<file path="config.mk">
export PLATFORM = sky130hd
export DESIGN_NAME = ble_packet_crc_whiten_encoder_core
export DESIGN_NICKNAME = d
export VERILOG_FILES = /design/src/blecw_pkg.sv /design/src/ble_packet_crc_whiten_encoder_core.sv /design/src/blecw_queue.sv /design/src/blecw_front.sv /design/src/blecw_back.sv
export SDC_FILE = /design/constraint.sdc
export NUM_CORES = 1
export LEC_CHECK = 0
export BUFFER_PORTS_ARGS = -buffer_cell sky130_fd_sc_hd__buf_2
export CORE_MARGIN = 5
export CORE_UTILIZATION = 35
export DETAILED_ROUTE_END_ITERATION = 12
export PLACE_DENSITY = 0.47
export SETUP_SLACK_MARGIN = 0.2
export SLEW_MARGIN = 20
export SYNTH_ARGS = -nofsm -noshare
export SYNTH_HDL_FRONTEND = slang
export SYNTH_SLANG_ARGS = --single-unit
</file>
<file path="constraint.sdc">
create_clock -name i_clk -period 4.5 [get_ports i_clk]
set_input_delay 0.45 -clock i_clk [delete_from_list [all_inputs] [get_ports i_clk]]
set_output_delay 0.45 -clock i_clk [all_outputs]
set_load 0.05 [all_outputs]
</file>
<file path="src/blecw_pkg.sv">
// Shared types, constants and bit functions for the BLE CRC-24 and whitening encoder.
// No dependencies; every other file of the encoder imports this package.
`default_nettype none

package blecw_pkg;

    // CRC-24 polynomial taps, LSB-first update.
    localparam logic [23:0] CRC_TAPS      = 24'h00065B;
    localparam logic [23:0] CRC_INIT_RST  = 24'h555555;
    // Whitening LFSR feedback and seed marker bit.
    localparam logic [7:0]  WHT_FEEDBACK  = 8'h11;
    localparam logic [7:0]  WHT_SEED_BIT  = 8'h02;
    // Depth of the queue between the front and back parts.
    localparam int          QUEUE_DEPTH   = 4;

    // Input beat.
    typedef struct packed {
        logic [7:0] data_byte;
        logic [5:0] channel;
        logic       last_byte;
    } t_in_item;

    // Output beat.
    typedef struct packed {
        logic [7:0] coded_byte;
        logic       is_crc;
        logic       end_of_packet;
    } t_out_item;

    // Command passed from the front part to the back part through the queue.
    typedef struct packed {
        logic [7:0]  coded;
        logic        last;
        logic [23:0] crc;
        logic [7:0]  wht;
    } t_cmd;

    // Result of whitening one byte.
    typedef struct packed {
        logic [7:0] state;
        logic [7:0] data;
    } t_wht_res;

    // Reverse the bit order of a byte.
    function automatic logic [7:0] rev8(input logic [7:0] a);
        logic [7:0] v;
        for (int i = 0; i < 8; i++) begin
            v[7 - i] = a[i];
        end
        return v;
    endfunction

    // Run the CRC over one byte, LSB first.
    function automatic logic [23:0] crc_byte(input logic [23:0] crc, input logic [7:0] d);
        logic [23:0] c;
        logic        top;
        c = crc;
        for (int i = 0; i < 8; i++) begin
            top = c[23];
            c   = {c[22:0], 1'b0};
            if (top != d[i]) begin
                c = c ^ CRC_TAPS;
            end
        end
        return c;
    endfunction

    // Whiten one byte, LSB first, and return the advanced LFSR state.
    function automatic t_wht_res whiten_byte(input logic [7:0] w, input logic [7:0] d);
        t_wht_res r;
        logic [7:0] s;
        logic [7:0] x;
        s = w;
        x = d;
        for (int i = 0; i < 8; i++) begin
            if (s[7]) begin
                s    = s ^ WHT_FEEDBACK;
                x[i] = ~x[i];
            end
            s = {s[6:0], 1'b0};
        end
        r.state = s;
        r.data  = x;
        return r;
    endfunction

endpackage

`default_nettype wire

</file>
<file path="src/ble_packet_crc_whiten_encoder_core.sv">
// Top level of the BLE CRC-24 and whitening encoder: config register, front, queue, back.
// Depends on blecw_pkg, blecw_front, blecw_queue and blecw_back.
//
//   Channel   Handshake              Payload
//   input     push / full            i_in (t_in_item)
//   result    pop / empty            o_out (t_out_item)
//   config    i_cfg_valid/o_cfg_ready i_cfg_data (CRC initial value)
//
// A data byte goes through CRC and whitening in the cycle it is accepted and is queued.
// Its beat passes through the queue, the back part's held command and its output register;
// a last byte yields three more CRC beats, one per cycle while popped, from that register.
// Sustained rate is one input beat per cycle, limited by the back part at one output beat
// per cycle while popped. Reset is synchronous, active low, and clears the queue and
// packet state. Full rises when the queue fills; a stalled pop holds the output register.
`default_nettype none

module ble_packet_crc_whiten_encoder_core #(
    parameter int QUEUE_DEPTH = blecw_pkg::QUEUE_DEPTH
) (
    input  wire logic                i_clk,
    input  wire logic                i_rst_n,
    input  wire logic                push,
    input  wire blecw_pkg::t_in_item i_in,
    output logic                     full,
    input  wire logic                pop,
    output logic                     empty,
    output blecw_pkg::t_out_item     o_out,
    input  wire logic                i_cfg_valid,
    output logic                     o_cfg_ready,
    input  wire logic [23:0]         i_cfg_data
);
    import blecw_pkg::*;

    logic        r_crc_init;
    logic [23:0] r_crc_init_val;
    logic        accept;
    t_cmd        front_cmd;
    t_cmd        queue_cmd;
    logic        queue_empty;
    logic        queue_pop;

    assign o_cfg_ready = 1'b1;
    assign accept      = push && !full;

    // CRC initial value register.
    always_ff @(posedge i_clk) begin
        if (!i_rst_n) begin
            r_crc_init     <= 1'b0;
            r_crc_init_val <= CRC_INIT_RST;
        end else if (i_cfg_valid && o_cfg_ready) begin
            r_crc_init     <= 1'b1;
            r_crc_init_val <= i_cfg_data;
        end
    end

    blecw_front u_front (
        .i_clk      (i_clk),
        .i_rst_n    (i_rst_n),
        .i_accept   (accept),
        .i_item     (i_in),
        .i_crc_init (r_crc_init ? r_crc_init_val : CRC_INIT_RST),
        .o_cmd      (front_cmd)
    );

    blecw_queue #(
        .DEPTH (QUEUE_DEPTH)
    ) u_queue (
        .i_clk     (i_clk),
        .i_rst_n   (i_rst_n),
        .i_wr_en   (accept),
        .i_wr_data (front_cmd),
        .o_full    (full),
        .i_rd_en   (queue_pop),
        .o_rd_data (queue_cmd),
        .o_empty   (queue_empty)
    );

    blecw_back u_back (
        .i_clk       (i_clk),
        .i_rst_n     (i_rst_n),
        .i_cmd       (queue_cmd),
        .i_cmd_empty (queue_empty),
        .o_cmd_pop   (queue_pop),
        .i_pop       (pop),
        .o_empty     (empty),
        .o_item      (o_out)
    );

endmodule

`default_nettype wire

</file>
<file path="src/blecw_queue.sv">
// Small first-in first-out queue of commands between the front and back parts.
// Depends on blecw_pkg for the command type.
`default_nettype none

module blecw_queue #(
    parameter int DEPTH = blecw_pkg::QUEUE_DEPTH
) (
    input  wire logic           i_clk,
    input  wire logic           i_rst_n,
    input  wire logic           i_wr_en,
    input  wire blecw_pkg::t_cmd i_wr_data,
    output logic                o_full,
    input  wire logic           i_rd_en,
    output blecw_pkg::t_cmd     o_rd_data,
    output logic                o_empty
);
    import blecw_pkg::*;

    localparam int PTR_W = (DEPTH > 1) ? $clog2(DEPTH) : 1;
    localparam int CNT_W = $clog2(DEPTH + 1);

    t_cmd              r_mem [DEPTH];
    logic [PTR_W-1:0]  r_wr_ptr;
    logic [PTR_W-1:0]  r_rd_ptr;
    logic [CNT_W-1:0]  r_count;
    logic              wr_go;
    logic              rd_go;

    assign o_full    = (r_count == CNT_W'(DEPTH));
    assign o_empty   = (r_count == '0);
    assign wr_go     = i_wr_en && !o_full;
    assign rd_go     = i_rd_en && !o_empty;
    assign o_rd_data = r_mem[r_rd_ptr];

    // Entry storage.
    always_ff @(posedge i_clk) begin
        if (wr_go) begin
            r_mem[r_wr_ptr] <= i_wr_data;
        end
    end

    // Pointers and fill count.
    always_ff @(posedge i_clk) begin
        if (!i_rst_n) begin
            r_wr_ptr <= '0;
            r_rd_ptr <= '0;
            r_count  <= '0;
        end else begin
            if (wr_go) begin
                r_wr_ptr <= (r_wr_ptr == PTR_W'(DEPTH - 1)) ? '0 : r_wr_ptr + 1'b1;
            end
            if (rd_go) begin
                r_rd_ptr <= (r_rd_ptr == PTR_W'(DEPTH - 1)) ? '0 : r_rd_ptr + 1'b1;
            end
            if (wr_go && !rd_go) begin
                r_count <= r_count + 1'b1;
            end else if (rd_go && !wr_go) begin
                r_count <= r_count - 1'b1;
            end
        end
    end

endmodule

`default_nettype wire

</file>
<file path="src/blecw_front.sv">
// Front part: takes input beats, runs CRC-24 and whitening per byte, and queues commands.
// Depends on blecw_pkg for the beat types and the bit functions.
`default_nettype none

module blecw_front (
    input  wire logic              i_clk,
    input  wire logic              i_rst_n,
    input  wire logic              i_accept,
    input  wire blecw_pkg::t_in_item i_item,
    input  wire logic [23:0]       i_crc_init,
    output blecw_pkg::t_cmd        o_cmd
);
    import blecw_pkg::*;

    logic        r_open;
    logic [23:0] r_crc;
    logic [7:0]  r_wht;
    logic [23:0] crc_base;
    logic [7:0]  wht_base;
    logic [23:0] crc_new;
    t_wht_res    wres;

    // Start of packet reloads the CRC and seeds the LFSR from the channel.
    always_comb begin
        crc_base = r_open ? r_crc : i_crc_init;
        wht_base = r_open ? r_wht : (rev8({2'b00, i_item.channel}) | WHT_SEED_BIT);
        crc_new  = crc_byte(crc_base, i_item.data_byte);
        wres     = whiten_byte(wht_base, i_item.data_byte);

        o_cmd.coded = rev8(wres.data);
        o_cmd.last  = i_item.last_byte;
        o_cmd.crc   = crc_new;
        o_cmd.wht   = wres.state;
    end

    // Running packet state.
    always_ff @(posedge i_clk) begin
        if (!i_rst_n) begin
            r_open <= 1'b0;
        end else if (i_accept) begin
            r_open <= !i_item.last_byte;
        end
    end

    always_ff @(posedge i_clk) begin
        if (i_accept) begin
            r_crc <= crc_new;
            r_wht <= wres.state;
        end
    end

endmodule

`default_nettype wire

</file>
<file path="src/blecw_back.sv">
// Back part: turns queued commands into output beats, appending the three CRC bytes.
// Depends on blecw_pkg for the command and beat types and the bit functions.
`default_nettype none

module blecw_back (
    input  wire logic            i_clk,
    input  wire logic            i_rst_n,
    input  wire blecw_pkg::t_cmd i_cmd,
    input  wire logic            i_cmd_empty,
    output logic                 o_cmd_pop,
    input  wire logic            i_pop,
    output logic                 o_empty,
    output blecw_pkg::t_out_item o_item
);
    import blecw_pkg::*;

    localparam logic [1:0] PH_DATA    = 2'd0;
    localparam logic [1:0] PH_CRC_HI  = 2'd1;
    localparam logic [1:0] PH_CRC_MID = 2'd2;
    localparam logic [1:0] PH_CRC_LO  = 2'd3;

    logic        r_busy;
    logic [1:0]  r_phase;
    t_cmd        r_cmd;
    logic [7:0]  r_wht;
    logic        r_out_valid;
    t_out_item   r_out;

    logic        can_emit;
    logic        emit;
    logic        done;
    logic        load;
    logic [7:0]  crc_sel;
    t_wht_res    wres;
    t_out_item   res;

    assign o_empty = !r_out_valid;
    assign o_item  = r_out;

    // Result for the current phase of the held command.
    always_comb begin
        unique case (r_phase)
            PH_CRC_HI:  crc_sel = r_cmd.crc[23:16];
            PH_CRC_MID: crc_sel = r_cmd.crc[15:8];
            PH_CRC_LO:  crc_sel = r_cmd.crc[7:0];
            default:    crc_sel = r_cmd.crc[7:0];
        endcase
        wres = whiten_byte(r_wht, rev8(crc_sel));

        if (r_phase == PH_DATA) begin
            res.coded_byte    = r_cmd.coded;
            res.is_crc        = 1'b0;
            res.end_of_packet = 1'b0;
        end else begin
            res.coded_byte    = rev8(wres.data);
            res.is_crc        = 1'b1;
            res.end_of_packet = (r_phase == PH_CRC_LO);
        end

        can_emit  = !r_out_valid || i_pop;
        emit      = r_busy && can_emit;
        done      = ((r_phase == PH_DATA) && !r_cmd.last) || (r_phase == PH_CRC_LO);
        load      = !i_cmd_empty && (!r_busy || (emit && done));
        o_cmd_pop = load;
    end

    // Held command, phase and whitening state.
    always_ff @(posedge i_clk) begin
        if (!i_rst_n) begin
            r_busy  <= 1'b0;
            r_phase <= PH_DATA;
        end else if (load) begin
            r_busy  <= 1'b1;
            r_phase <= PH_DATA;
        end else if (emit && done) begin
            r_busy  <= 1'b0;
        end else if (emit) begin
            r_phase <= r_phase + 1'b1;
        end
    end

    always_ff @(posedge i_clk) begin
        if (load) begin
            r_cmd <= i_cmd;
            r_wht <= i_cmd.wht;
        end else if (emit && (r_phase != PH_DATA)) begin
            r_wht <= wres.state;
        end
    end

    // Output register; a beat waits here until popped.
    always_ff @(posedge i_clk) begin
        if (!i_rst_n) begin
            r_out_valid <= 1'b0;
        end else if (emit) begin
            r_out_valid <= 1'b1;
        end else if (i_pop) begin
            r_out_valid <= 1'b0;
        end
    end

    always_ff @(posedge i_clk) begin
        if (emit) begin
            r_out <= res;
        end
    end

endmodule

`default_nettype wire

</file>
=== After elaboration in Yosys (flattened, before gate mapping) ===
Memories as Yosys holds them, arrays and structs flattened. A register that Yosys moved wholly into a read port is not among the register bits.
Cells that the tools add are included.

* Register bits: 119
* RAM bits: 160
* Memories: 1

{| class="wikitable"
|+ Memory list
! name !! words !! bits a word !! read ports !! clocked after memory_dff !! write ports !! RTL line !! text
|-
| u_queue.r_mem || 4 || 40 || 1 || 1 || 1 || blecw_queue.sv:22 || <nowiki>t_cmd r_mem [DEPTH];</nowiki>
|}

* Add/subtract/negate cells: 5
* Equal/unequal tests: 14
* Muxes and demuxes: 59
* Bitwise operators: 42
* Reductions and logical operators: 30

{| class="wikitable"
|+ Operators with widths
! operator !! number
|-
| 11-bit two-way mux || 8
|-
| 5-bit two-way mux || 16
|-
| 7-bit inverter || 8
|-
| 24-bit two-way mux || 2
|-
| 2-bit inverter || 16
|-
| 8-bit two-way mux || 3
|-
| 1-bit two-way mux || 22
|-
| 1-bit inverter || 18
|-
| 8-bit case mux with 2 select lines || 1
|-
| 1-bit logical AND || 10
|-
| 10-bit two-way mux || 1
|-
| 2-bit nonzero test || 5
|-
| 2-bit equality test (second input constant) || 4
|-
| 1-bit logical NOT || 8
|-
| 2-bit two-way mux || 4
|-
| 1-bit != test || 8
|-
| 2-bit by 1-bit adder with 2-bit output (second input constant) || 3
|-
| 3-bit two-way mux || 2
|-
| 3-bit by 1-bit adder with 3-bit output (second input constant) || 1
|-
| 3-bit equality test (second input constant) || 1
|-
| 3-bit logical NOT || 1
|-
| 1-bit logical OR || 3
|-
| 3-bit by 1-bit subtractor with 3-bit output (second input constant) || 1
|-
| 2-bit by 1-bit equality test with 1-bit output (second input constant) || 1
|-
| 3 further kinds || 3
|}

=== Longest topological paths before layout ===
Gate-level depths: netlist of run 1.

* Depth after elaboration: 18
* Depth in mapped cells: 12

=== By module ===
From an unflattened synthesis of run 1, not the netlist that was laid out.

* Cells, all modules: 658
* Area total of the unflattened synthesis: 11,863.9 µm²

{| class="wikitable"
|+ By module, submodules not included
! module !! times used !! cells an instance !! area an instance (µm²) !! seq. area each (µm²)
|-
| blecw_queue || 1 || 266 || 6,447.4 || 5,104.9
|-
| blecw_back || 1 || 152 || 2,323.5 || 1,611.5
|-
| blecw_front || 1 || 132 || 1,998.2 || 950.9
|-
| ble_packet_crc_whiten_encoder_core || 1 || 108 || 1,094.8 || 500.5
|}

=== Worst setup path before layout of run 1 ===
No wires, ideal clock.

* Path kind: reg2reg
* Start point: reg u_queue.r_count[1]
* End point: reg u_queue.r_count[2]
* Arrival: 3.490 ns
* Data required time: 4.424 ns
* Path slack: 0.934 ns
* Stages on the path, launching flop included: 10
* Clock period less this slack: 3.566 ns
* Cell sequence: dfxtp_1 > nor3b_1 > nor2b_1 > clkbuf_1 > ha_1 > inv_1 > fa_1 > xor2_1 > or3_1 > a21boi_0

* Word-level cells in the longest chain between the ends: 7
* Elaborated cells on any way between the ends: 17

{| class="wikitable"
|+ Ends and longest elaborated chain
! item !! RTL line !! text
|-
| start: declaration || blecw_queue.sv:25 || <nowiki>logic [CNT_W-1:0] r_count;</nowiki>
|-
| start signal: assignment || blecw_queue.sv:56 || <nowiki>r_count <= r_count + 1'b1;</nowiki>
|-
| start signal: assignment || blecw_queue.sv:58 || <nowiki>r_count <= r_count - 1'b1;</nowiki>
|-
| 3-bit equality test (*) || blecw_queue.sv:29 || <nowiki>assign o_full = (r_count == CNT_W'(DEPTH));</nowiki>
|-
| net full || ble_packet_crc_whiten_encoder_core.sv:24 || <nowiki>output logic full,</nowiki>
|-
| 1-bit logical NOT (*) || ble_packet_crc_whiten_encoder_core.sv:43 || <nowiki>assign accept = push && !full;</nowiki>
|-
| 1-bit logical AND (*) || ble_packet_crc_whiten_encoder_core.sv:43 ||
|-
| net accept || ble_packet_crc_whiten_encoder_core.sv:36 || <nowiki>logic accept;</nowiki>
|-
| 1-bit logical AND (*) || blecw_queue.sv:31 || <nowiki>assign wr_go = i_wr_en && !o_full;</nowiki>
|-
| 1-bit logical NOT || blecw_queue.sv:57 || <nowiki>end else if (rd_go && !wr_go) begin</nowiki>
|-
| 1-bit logical AND || blecw_queue.sv:57 ||
|-
| 2-bit nonzero test (no source line) || -- ||
|}

Mark *: on every way through the listed nets, which the timed path passes. The rest lies on a longest branch. The select of a mux whose other input is x is not followed.
A chain may end at the register's enable or synchronous reset.

=== Worst setup path after layout of run 1 ===
* Start point: reg u_back.r_phase[0]
* End point: reg u_queue.r_count[2]

* Word-level cells in the longest chain between the ends: 10
* Elaborated cells on any way between the ends: 13

{| class="wikitable"
|+ Ends and longest elaborated chain
! item !! RTL line !! text
|-
| start: declaration || blecw_back.sv:23 || <nowiki>logic [1:0] r_phase;</nowiki>
|-
| start signal: assignment || blecw_back.sv:78 || <nowiki>r_phase <= r_phase + 1'b1;</nowiki>
|-
| 2-bit logical NOT || blecw_back.sv:62 || <nowiki>done = ((r_phase == PH_DATA) && !r_cmd.last) || (r_phase == PH_CRC_LO);</nowiki>
|-
| 1-bit logical AND || blecw_back.sv:62 ||
|-
| 1-bit logical OR (*) || blecw_back.sv:62 ||
|-
| 1-bit logical AND (*) || blecw_back.sv:63 || <nowiki>load = !i_cmd_empty && (!r_busy || (emit && done));</nowiki>
|-
| 1-bit logical OR (*) || blecw_back.sv:63 ||
|-
| 1-bit logical AND (*) || blecw_back.sv:63 ||
|-
| 1-bit logical AND (*) || blecw_queue.sv:32 || <nowiki>assign rd_go = i_rd_en && !o_empty;</nowiki>
|-
| 1-bit logical NOT || blecw_queue.sv:55 || <nowiki>if (wr_go && !rd_go) begin</nowiki>
|-
| 1-bit logical AND || blecw_queue.sv:55 ||
|-
| 3-bit two-way mux / 2-bit nonzero test (equally long branches) || -- ||
|}

Mark *: on every way between the ends. The rest lies on a longest branch, timed or not.

==> results of run 1 <==
-- cells by family (layout without fill, tap and decap cells) --
| group | after synthesis | after routing |
|---|---|---|
| flip-flops | 280 | 280 |
| AND/OR/NAND/NOR | 99 | 99 |
| XOR/XNOR | 77 | 77 |
| multiplexers | 75 | 75 |
| AO/OA/AOI/OAI | 67 | 67 |
| buffers and inverters | 43 | 142 |
| adder cells (fa/ha/maj) | 11 | 11 |
| other | 1 | 1 |
-- worst paths after layout --
| path | start | end | slack (ns) |
|---|---|---|---|
| worst max-delay path | u_back.r_phase[0]$_SDFFE_PP0P_ | u_queue.r_count[2]$_SDFFE_PN0P_ | 1.51 |
| worst min-delay path | i_cfg_data[10] | r_crc_init_val[10]$_SDFFE_PN1P_ | 0.18 |
| worst max register to register | u_back.r_phase[0]$_SDFFE_PP0P_ | u_queue.r_count[2]$_SDFFE_PN0P_ | 1.51 |
| worst min register to register | r_crc_init_val[12]$_SDFFE_PN1P_ | r_crc_init_val[12]$_SDFFE_PN1P_ | 0.49 |
-- state kept, by name (all words and copies together), names as in the netlist, named ones only --
register / count
u_back.r_busy: 1
u_back.r_phase: 2
u_front.r_open: 1
r_crc_init: 1
u_back.r_wht: 7
u_front.r_crc: 24
u_queue.r_count: 3
u_front.r_wht: 7
u_queue.r_rd_ptr: 2
u_queue.r_wr_ptr: 2
u_back.o_item: 10
u_queue.r_mem: 160
r_crc_init_val: 24
u_back.r_out_valid: 1
u_back.r_cmd: 33
-- where the power goes --
group	total (uW)	switching, uW	internal, uW
logic	2200	1320	879
clock network	2610	999	1610
registers	4130	328	3800
total	8940	2650	6290
-- metrics by stage --
step	hold slack, ns	power [uW]	area, sq um	worst slack, ns	util (%)
after floorplan	0.4424	5677	11390	0.9341	-
after global placement	0.4693	6408	12210	1.560	37.72
after detailed placement	0.4704	6450	12210	1.497	37.72
after CTS	0.1579	9096	13300	1.488	41.07
after global routing	0.1735	9419	13300	1.276	41.08
final	0.1753	8936	13300	1.509	41.08
-- worst register-to-register path: stages, from the launching register on --
cell and delay, ns:
sky130_fd_sc_hd__dfxtp_1 0.39, sky130_fd_sc_hd__inv_1 0.08, sky130_fd_sc_hd__ha_1 0.39, sky130_fd_sc_hd__nor2b_1 0.23, sky130_fd_sc_hd__o21ai_0 0.36, sky130_fd_sc_hd__a21oi_4 0.10
sky130_fd_sc_hd__inv_1 0.12, sky130_fd_sc_hd__ha_1 0.19, sky130_fd_sc_hd__inv_1 0.06, sky130_fd_sc_hd__fa_1 0.37, sky130_fd_sc_hd__xor2_1 0.15, sky130_fd_sc_hd__or3_1 0.30
sky130_fd_sc_hd__a21boi_0 0.18
-- cells in the mapped netlist, drive strengths merged (2+ instances only) --
cell	number
dfxtp	39
nor2b	21
clkbuf	18
a21oi	11
nor2	20
a21boi	3
nor3	2
o22ai	5
nand2	46
a2bb2oi	7
xnor3	4
o21ai	26
edfxtp	241
mux4	40
mux2i	34
buf	13
ha	10
xnor2	43
nand2b	2
a22oi	12
inv	12
xor2	29
and2	5
-- area by class of cell --
cell class	instances	area [sq um]	share of cell area, %
Timing Repair Buffer	69	380.4	2.860
Sequential cell	280	8024	60.34
Clock buffer	45	955.9	7.189
Tap cell	442	553.0	4.159
Inverter	12	45.04	0.3387
Multi-Input combinational cell	330	3209	24.13
Clock inverter	16	130.1	0.9785
-- layer usage --
layer / up-vias / routed length (um) / GRT usage [%]
met5: - / 0 / 0
li1: 2608 / - / -
met2: 123 / 11640 / 22.43
met1: 2781 / 10840 / 18.66
met4: 0 / 417 / 3.343
met3: 34 / 1132 / 2.472
-- layout by cell type (no fill, tap or decap), types with 3 or more instances in the layout --
cell | synthesis | layout
sky130_fd_sc_hd__ha_1 | 10 | 10
sky130_fd_sc_hd__mux4_2 | 40 | 40
sky130_fd_sc_hd__a21boi_0 | 3 | 3
sky130_fd_sc_hd__mux2i_1 | 34 | 34
sky130_fd_sc_hd__clkinv_1 | 0 | 7
sky130_fd_sc_hd__a21oi_1 | 11 | 10
sky130_fd_sc_hd__a22oi_1 | 12 | 12
sky130_fd_sc_hd__edfxtp_1 | 241 | 241
sky130_fd_sc_hd__xnor2_1 | 39 | 39
sky130_fd_sc_hd__inv_1 | 11 | 11
sky130_fd_sc_hd__clkbuf_16 | 0 | 37
sky130_fd_sc_hd__buf_4 | 3 | 14
sky130_fd_sc_hd__xor2_2 | 4 | 4
sky130_fd_sc_hd__clkbuf_1 | 18 | 8
sky130_fd_sc_hd__xnor3_1 | 4 | 4
sky130_fd_sc_hd__nor2_1 | 20 | 20
sky130_fd_sc_hd__dfxtp_1 | 39 | 36
sky130_fd_sc_hd__nand2_1 | 45 | 45
sky130_fd_sc_hd__o21ai_1 | 2 | 3
sky130_fd_sc_hd__buf_2 | 4 | 55
sky130_fd_sc_hd__nor2b_1 | 21 | 20
sky130_fd_sc_hd__o22ai_1 | 5 | 5
sky130_fd_sc_hd__a2bb2oi_1 | 4 | 4
sky130_fd_sc_hd__o21ai_0 | 21 | 20
sky130_fd_sc_hd__and2_2 | 0 | 4
sky130_fd_sc_hd__xor2_1 | 23 | 23
sky130_fd_sc_hd__clkinv_2 | 0 | 4
==> metrics.log, run 1 <==
INFO  metric slew_violations = 0
INFO  metric worst_slew_pin_slew = 1.054 ns
INFO  metric yosys_warnings = 0
INFO  metric ir_worst_vdd = 0.2600 mV
INFO  metric post_synth_mux_area_share = 11.00%
INFO  metric globalplace.congestion = 0.8051
INFO  metric grt_first_pass_wirelength = 37350 um
INFO  metric antenna_cells_inserted = 0
INFO  metric synthDominantAreaCellType = sky130_fd_sc_hd__edfxtp_1
INFO  metric route.final.wire_length = 24030 um
INFO  metric avgViaCountPerCell = 4.645
INFO  metric grt_util_all_layers = 13.54%
INFO  metric die_height = 190.4 um
INFO  metric timing_worst_setup_path_type = flop to flop
INFO  metric synth_sequential_area_ratio = 70.40%
INFO  metric synth-xor-area-share = 7.592%
INFO  metric cp_num_buf_inv = 3
INFO  metric cells_on_worst_hold_path = 3
INFO  metric synth_top_family_by_area = multiplexers
INFO  metric grt_max_degree = 50
INFO  metric crit_path_frequent_cell = sky130_fd_sc_hd__inv_1
INFO  metric setup.worst_path.start_class = flop
INFO  metric dp.cells = 1133
INFO  metric grt_pass1_vias = 6100
INFO  metric ctsHoldBuffers = 0
INFO  metric critPathSlowestCell = sky130_fd_sc_hd__dfxtp_1
INFO  metric cp_data_arrival_time = 3.41 ns
INFO  metric cts_buffer_depth = 3
INFO  metric synthesis.nets = 708
INFO  metric post_synthesis_adder_cell_area_fraction = 1.274%
INFO  metric end_kind = flop
INFO  metric drt-pass1-iter-count = 4
INFO  metric critPathTopFamily = adder cells
INFO  metric ant_nets = 0
INFO  metric design.core.area = 32370 sq um
INFO  metric finalNetCount = 783
INFO  metric power-per-cell-area = 672.0 nW/um^2
INFO  metric post_synth_main_area_contributors = sky130_fd_sc_hd__edfxtp_1 64%, sky130_fd_sc_hd__mux4_2 7.9%, sky130_fd_sc_hd__dfxtp_1 6.9%
INFO  metric synth.ff_latch_count = 280
INFO  metric worstPathMaxFanout = 20
INFO  metric critPathRequiredTime = 4.92 ns
INFO  metric r2r_cells = 12
INFO  metric critical_path_cell_count = 12
INFO  metric placement_rows = 66
INFO  metric yosysUniqueCellTypes = 47
INFO  metric unrepaired_setup_endpoints_after_global_routing = false
INFO  metric place_hpwl = 16660 um
INFO  metric fp.dieArea = 36250 sq um
INFO  metric n_fill_cell = 2983
INFO  metric slew_headroom = 28.96%
INFO  metric synth-edff-count = 241
INFO  metric grt_antenna_before_repair = 0
INFO  metric die_x = 190.4 um
INFO  metric postSynth.topFlopCell = sky130_fd_sc_hd__edfxtp_1
INFO  metric synth_simple_gate_area_share = 3.999%
INFO  metric drt_drc_violations_left = 0
INFO  metric detailroute.via_count = 5546
INFO  metric setup_viol_count_final = 0
INFO  metric hold_class = input port to flop
INFO  metric cellLeakagePower = 0.004577 uW
INFO  metric maxCapViolations = 0
INFO  metric mapped_area = 11390 sq um
INFO  metric synth-compound-area-share = 4.076%
INFO  metric final_min_period_over_clock_period = 66.46%
INFO  metric final_worst_clock_skew = 0.01283 ns
INFO  metric synthesis.instances = 653
INFO  metric post_cts_resize_count = 0
INFO  metric cts_buffer_count = 35
INFO  metric synth_top_cell_area_share = 63.55%
INFO  metric final-hold-violation-count = 0
INFO  metric area_delta_synth_final = 16.77%
INFO  metric timing.critical_path.slowest_cell_delay = 0.39 ns
INFO  metric insertion_delay = 0.50 ns
INFO  metric tritoncts = built
INFO  metric setup-tns-final = 0 ns
INFO  metric cts.sink_count = 280
INFO  metric cts.repair_timing.setup_buffer_count = 0
INFO  metric postSynthAreaPerCell = 17.44 sq um
INFO  metric drtIter0Drc = 270
INFO  metric clk_transition_reported_paths = 0.05 ns
INFO  metric boundaryPins = 57
INFO  metric finalNonFillerCells = 1194
INFO  metric detail_route.wl_per_cell = 20.13 um
INFO  metric clock_period_minus_worst_slack = 2.991 ns
INFO  metric start_util = 35.18%
INFO  metric fraction_of_final_layout_cells_with_drive_strength_greater_than_1 = 24.34%
INFO  metric overflow = 0
INFO  metric ctsHtreeMaxLevel = 2
INFO  metric port_buffers = 55
INFO  metric status = finished, final reports clean
INFO  metric ctsRootBufferMaster = sky130_fd_sc_hd__clkbuf_16
INFO  metric maxClockFrequency = 334.4 MHz
INFO  metric timing.critical_path.cells = inv_1, ha_1, nor2b_1, o21ai_0, a21oi_4, inv_1, ha_1, inv_1, fa_1, xor2_1, or3_1, a21boi_0
INFO  metric asyncSetResetFlopFracSynth = 0%
Note: power is estimated with default switching activity, not from simulation.
==> inputs of run 2 (changes only) <==
--- a/config.mk
+++ b/config.mk
@@ -9,7 +9,7 @@
 export CORE_MARGIN = 5
 export CORE_UTILIZATION = 35
 export DETAILED_ROUTE_END_ITERATION = 12
-export PLACE_DENSITY = 0.47
+export PLACE_DENSITY = 0.49
 export SETUP_SLACK_MARGIN = 0.2
 export SLEW_MARGIN = 20
 export SYNTH_ARGS = -nofsm -noshare
==> constraint.sdc (replaced) <==
create_clock -name i_clk -period 2.65 [get_ports i_clk]
set_input_delay 0.265 -clock i_clk [delete_from_list [all_inputs] [get_ports i_clk]]
set_output_delay 0.265 -clock i_clk [all_outputs]
set_load 0.05 [all_outputs]
==> run 2 against run 1 <==
  * Combinational power grew 85%
  * Critical path depth grew 1
  * Core utilization grew 1.0 points
  * Clock skew shrank 0.0039 ns
  * Hold slack lost 0.15 ns
  * Design area grew 2.5%
  * Register-to-register slack lost 1.3 ns
  * Via count grew 3.3%
  * Fmax grew 24%
==> metrics.log, run 2 (synthesized netlist as in run 1, its figures left out) <==
INFO  metric finalNetCount = 813 (+3.8%)
INFO  metric timing.critical_path.cells = inv_1, ha_2, nor2b_1, o21ai_1, buf_4, a21oi_4, inv_2, ha_4, inv_1, fa_1, xor2_1, or3_4, a21boi_2
INFO  metric ir_worst_vdd = 0.5528 mV (+110%)
INFO  metric drtIter0Drc = 338 (+25%)
INFO  metric maxCapViolations = 0 (unchanged)
INFO  metric clk_transition_reported_paths = 0.06 ns (about the same)
INFO  metric insertion_delay = 0.54 ns (+0.04 ns)
INFO  metric fp.dieArea = 36250 sq um (unchanged)
INFO  metric setup-tns-final = 0 ns (unchanged)
INFO  metric crit_path_frequent_cell = sky130_fd_sc_hd__inv_1
INFO  metric n_fill_cell = 2933 (-1.7%)
INFO  metric boundaryPins = 57 (unchanged)
INFO  metric largest_register_ff_count = 160 (unchanged)
INFO  metric ant_nets = 0 (unchanged)
INFO  metric worst_slew_pin_slew = 0.8433 ns (-0.2111 ns)
INFO  metric layout.cells.most_common = sky130_fd_sc_hd__edfxtp_1
INFO  metric final_min_period_over_clock_period = 90.75% (+24 points)
INFO  metric grt_pass1_vias = 6188 (+1.4%)
INFO  metric hold_class = input port to flop
INFO  metric critPathSlowestCell = sky130_fd_sc_hd__or3_4
INFO  metric critical_path.reg2reg.startpoint = u_back.r_phase[0]$_SDFFE_PP0P_
INFO  metric place_hpwl = 16250 um (-2.5%)
INFO  metric ctsRootBufferMaster = sky130_fd_sc_hd__clkbuf_16
INFO  metric grt_max_degree = 50 (unchanged)
INFO  metric cts_buffer_count = 30 (-14%)
INFO  metric grt_util_all_layers = 13.34% (-0.20 points)
INFO  metric die_height = 190.4 um (unchanged)
INFO  metric unrepaired_setup_endpoints_after_global_routing = true
INFO  metric avgViaCountPerCell = 4.679 (+0.73%)
INFO  metric maxClockFrequency = 415.8 MHz (+24%)
INFO  metric detail_route.wl_per_cell = 19.51 um (-3.0%)
INFO  metric final-hold-violation-count = 0 (unchanged)
INFO  metric slew_violations = 0 (unchanged)
INFO  metric start_util = 35.18% (unchanged)
INFO  metric cp_num_buf_inv = 4 (+1)
INFO  metric route.final.wire_length = 23880 um (-0.61%)
INFO  metric critPathRequiredTime = 3.12 ns (-1.80 ns)
INFO  metric ctsHtreeMaxLevel = 1 (-1)
INFO  metric placement_rows = 66 (unchanged)
INFO  metric hp-start = i_cfg_data[15]
INFO  metric final.setup.worst_slack = 0.2451 ns (-1.264 ns)
INFO  metric critPathTopFamily = adder cells
INFO  metric area_delta_synth_final = 19.73%
INFO  metric setup.worst_path.start_class = flop
INFO  metric port_buffers = 55 (unchanged)
INFO  metric die_x = 190.4 um (unchanged)
INFO  metric timing_worst_setup_path_type = flop to flop
INFO  metric final_worst_clock_skew = 0.008946 ns (-0.003884 ns)
INFO  metric cp_data_arrival_time = 2.88 ns (-0.53 ns)
INFO  metric detailroute.via_count = 5727 (+3.3%)
INFO  metric top_register = u_queue.r_mem
INFO  metric dp_slack = 0.008149 ns (-1.489 ns)
INFO  metric cts_buffer_depth = 3 (unchanged)
INFO  metric worstPathMaxFanout = 2 (-90%)
INFO  metric design.core.area = 32370 sq um (unchanged)
INFO  metric clock_period_minus_worst_slack = 2.405 ns (-0.5858 ns)
INFO  metric globalplace.congestion = 0.8104 (+0.66%)
INFO  metric grt_antenna_before_repair = 0 (unchanged)
INFO  metric slew_headroom = 43.18% (+14 points)
INFO  metric timing.critical_path.slowest_cell_delay = 0.38 ns (about the same)
INFO  metric end_kind = flop
INFO  metric power-per-cell-area = 1108 nW/um^2 (+65%)
INFO  metric grt_first_pass_wirelength = 36890 um (-1.2%)
INFO  metric overflow = 0 (unchanged)
INFO  metric fraction_of_final_layout_cells_with_drive_strength_greater_than_1 = 26.73% (+2.4 points)
INFO  metric drt-pass1-iter-count = 4 (unchanged)
INFO  metric drt_drc_violations_left = 0 (unchanged)
INFO  metric largestRegisters = u_queue.r_mem x160, u_back.r_cmd x33
INFO  metric utilization = 42.12% (+1.0 points)
INFO  metric status = finished, final reports clean
INFO  metric setup_viol_count_final = 0 (unchanged)
INFO  metric tritoncts = built
INFO  metric cts.sink_count = 280 (unchanged)
INFO  metric antenna_cells_inserted = 0 (unchanged)
INFO  metric layout.cells.most_common_list = 241 x sky130_fd_sc_hd__edfxtp_1, 55 x sky130_fd_sc_hd__buf_2, 45 x sky130_fd_sc_hd__nand2_1
INFO  metric critical_path_launch_point = u_back.r_phase[0]$_SDFFE_PP0P_
INFO  metric totalPowerFinal = 15100 uW (+69%)
INFO  metric cellLeakagePower = 0.004723 uW (+3.2%)
[run 2: layout make-up]
class / count / area [sq um] / area share (%)
well taps: 442 / 553.0 / 4.056
clock inverters: 22 / 200.2 / 1.468
repair buffers: 104 / 765.7 / 5.616
flip-flops and latches: 280 / 8025 / 58.85
multi-input cells: 330 / 3259 / 23.90
inverters: 12 / 45.04 / 0.3303
clock buffers: 34 / 787.0 / 5.772
[run 2: what timing repair did]
action                                  CTS  global route
endpoints found under the hold margin    27             0
setup buffers                             0             2
endpoints found under the setup margin    6            27
resized for setup                         6             7
hold buffers                             24             0
pin swaps                                 1             3
[run 2: report_power, final]
part	internal (uW)	leakage (uW)	switching, uW
Clock	2430	0.000485	1690
Combinational	1690	0.00167	2390
Sequential	6450	0.00256	462
Total	10600	0.00472	4540
[run 2: worst reg2reg max path, delay by kind of cell (launching register included)]
kind            cells  cell delay [ns]
fa+ha+maj           3             0.68
simple gates        2             0.51
buf+inv             4             0.33
flops               1             0.32
compound gates      3             0.32
xor+xnor            1             0.17
[run 2: worst paths after layout]
kind	endpoint	slack, ns	depth (start not counted)
worst max-delay path	u_queue.r_count[2]$_SDFFE_PN0P_	0.25	13
worst min-delay path	r_crc_init_val[15]$_SDFFE_PN0P_	0.03	3
worst max register to register	u_queue.r_count[2]$_SDFFE_PN0P_	0.25	13
worst min register to register	r_crc_init_val[14]$_SDFFE_PN1P_	0.49	2
[run 2: per-layer routing]
| metal | vias to the layer above | track usage, % | wire (um) |
|---|---|---|---|
| met5 | - | 0 | 0 |
| met3 | 31 | 2.105 | 876 |
| met1 | 2905 | 18.52 | 10830 |
| met2 | 119 | 22.29 | 11690 |
| li1 | 2672 | - | - |
| met4 | 0 | 3.039 | 495 |
[run 2: through the flow]
step	area [sq um]	hold WS (ns)	cells
CTS	13590	0.008758	1222
floorplan	11410	0.3639	653
global placement	12350	0.4773	1142
global route	13640	0.03540	1224
detailed placement	12350	0.4622	1142
finish	13640	0.02921	1224
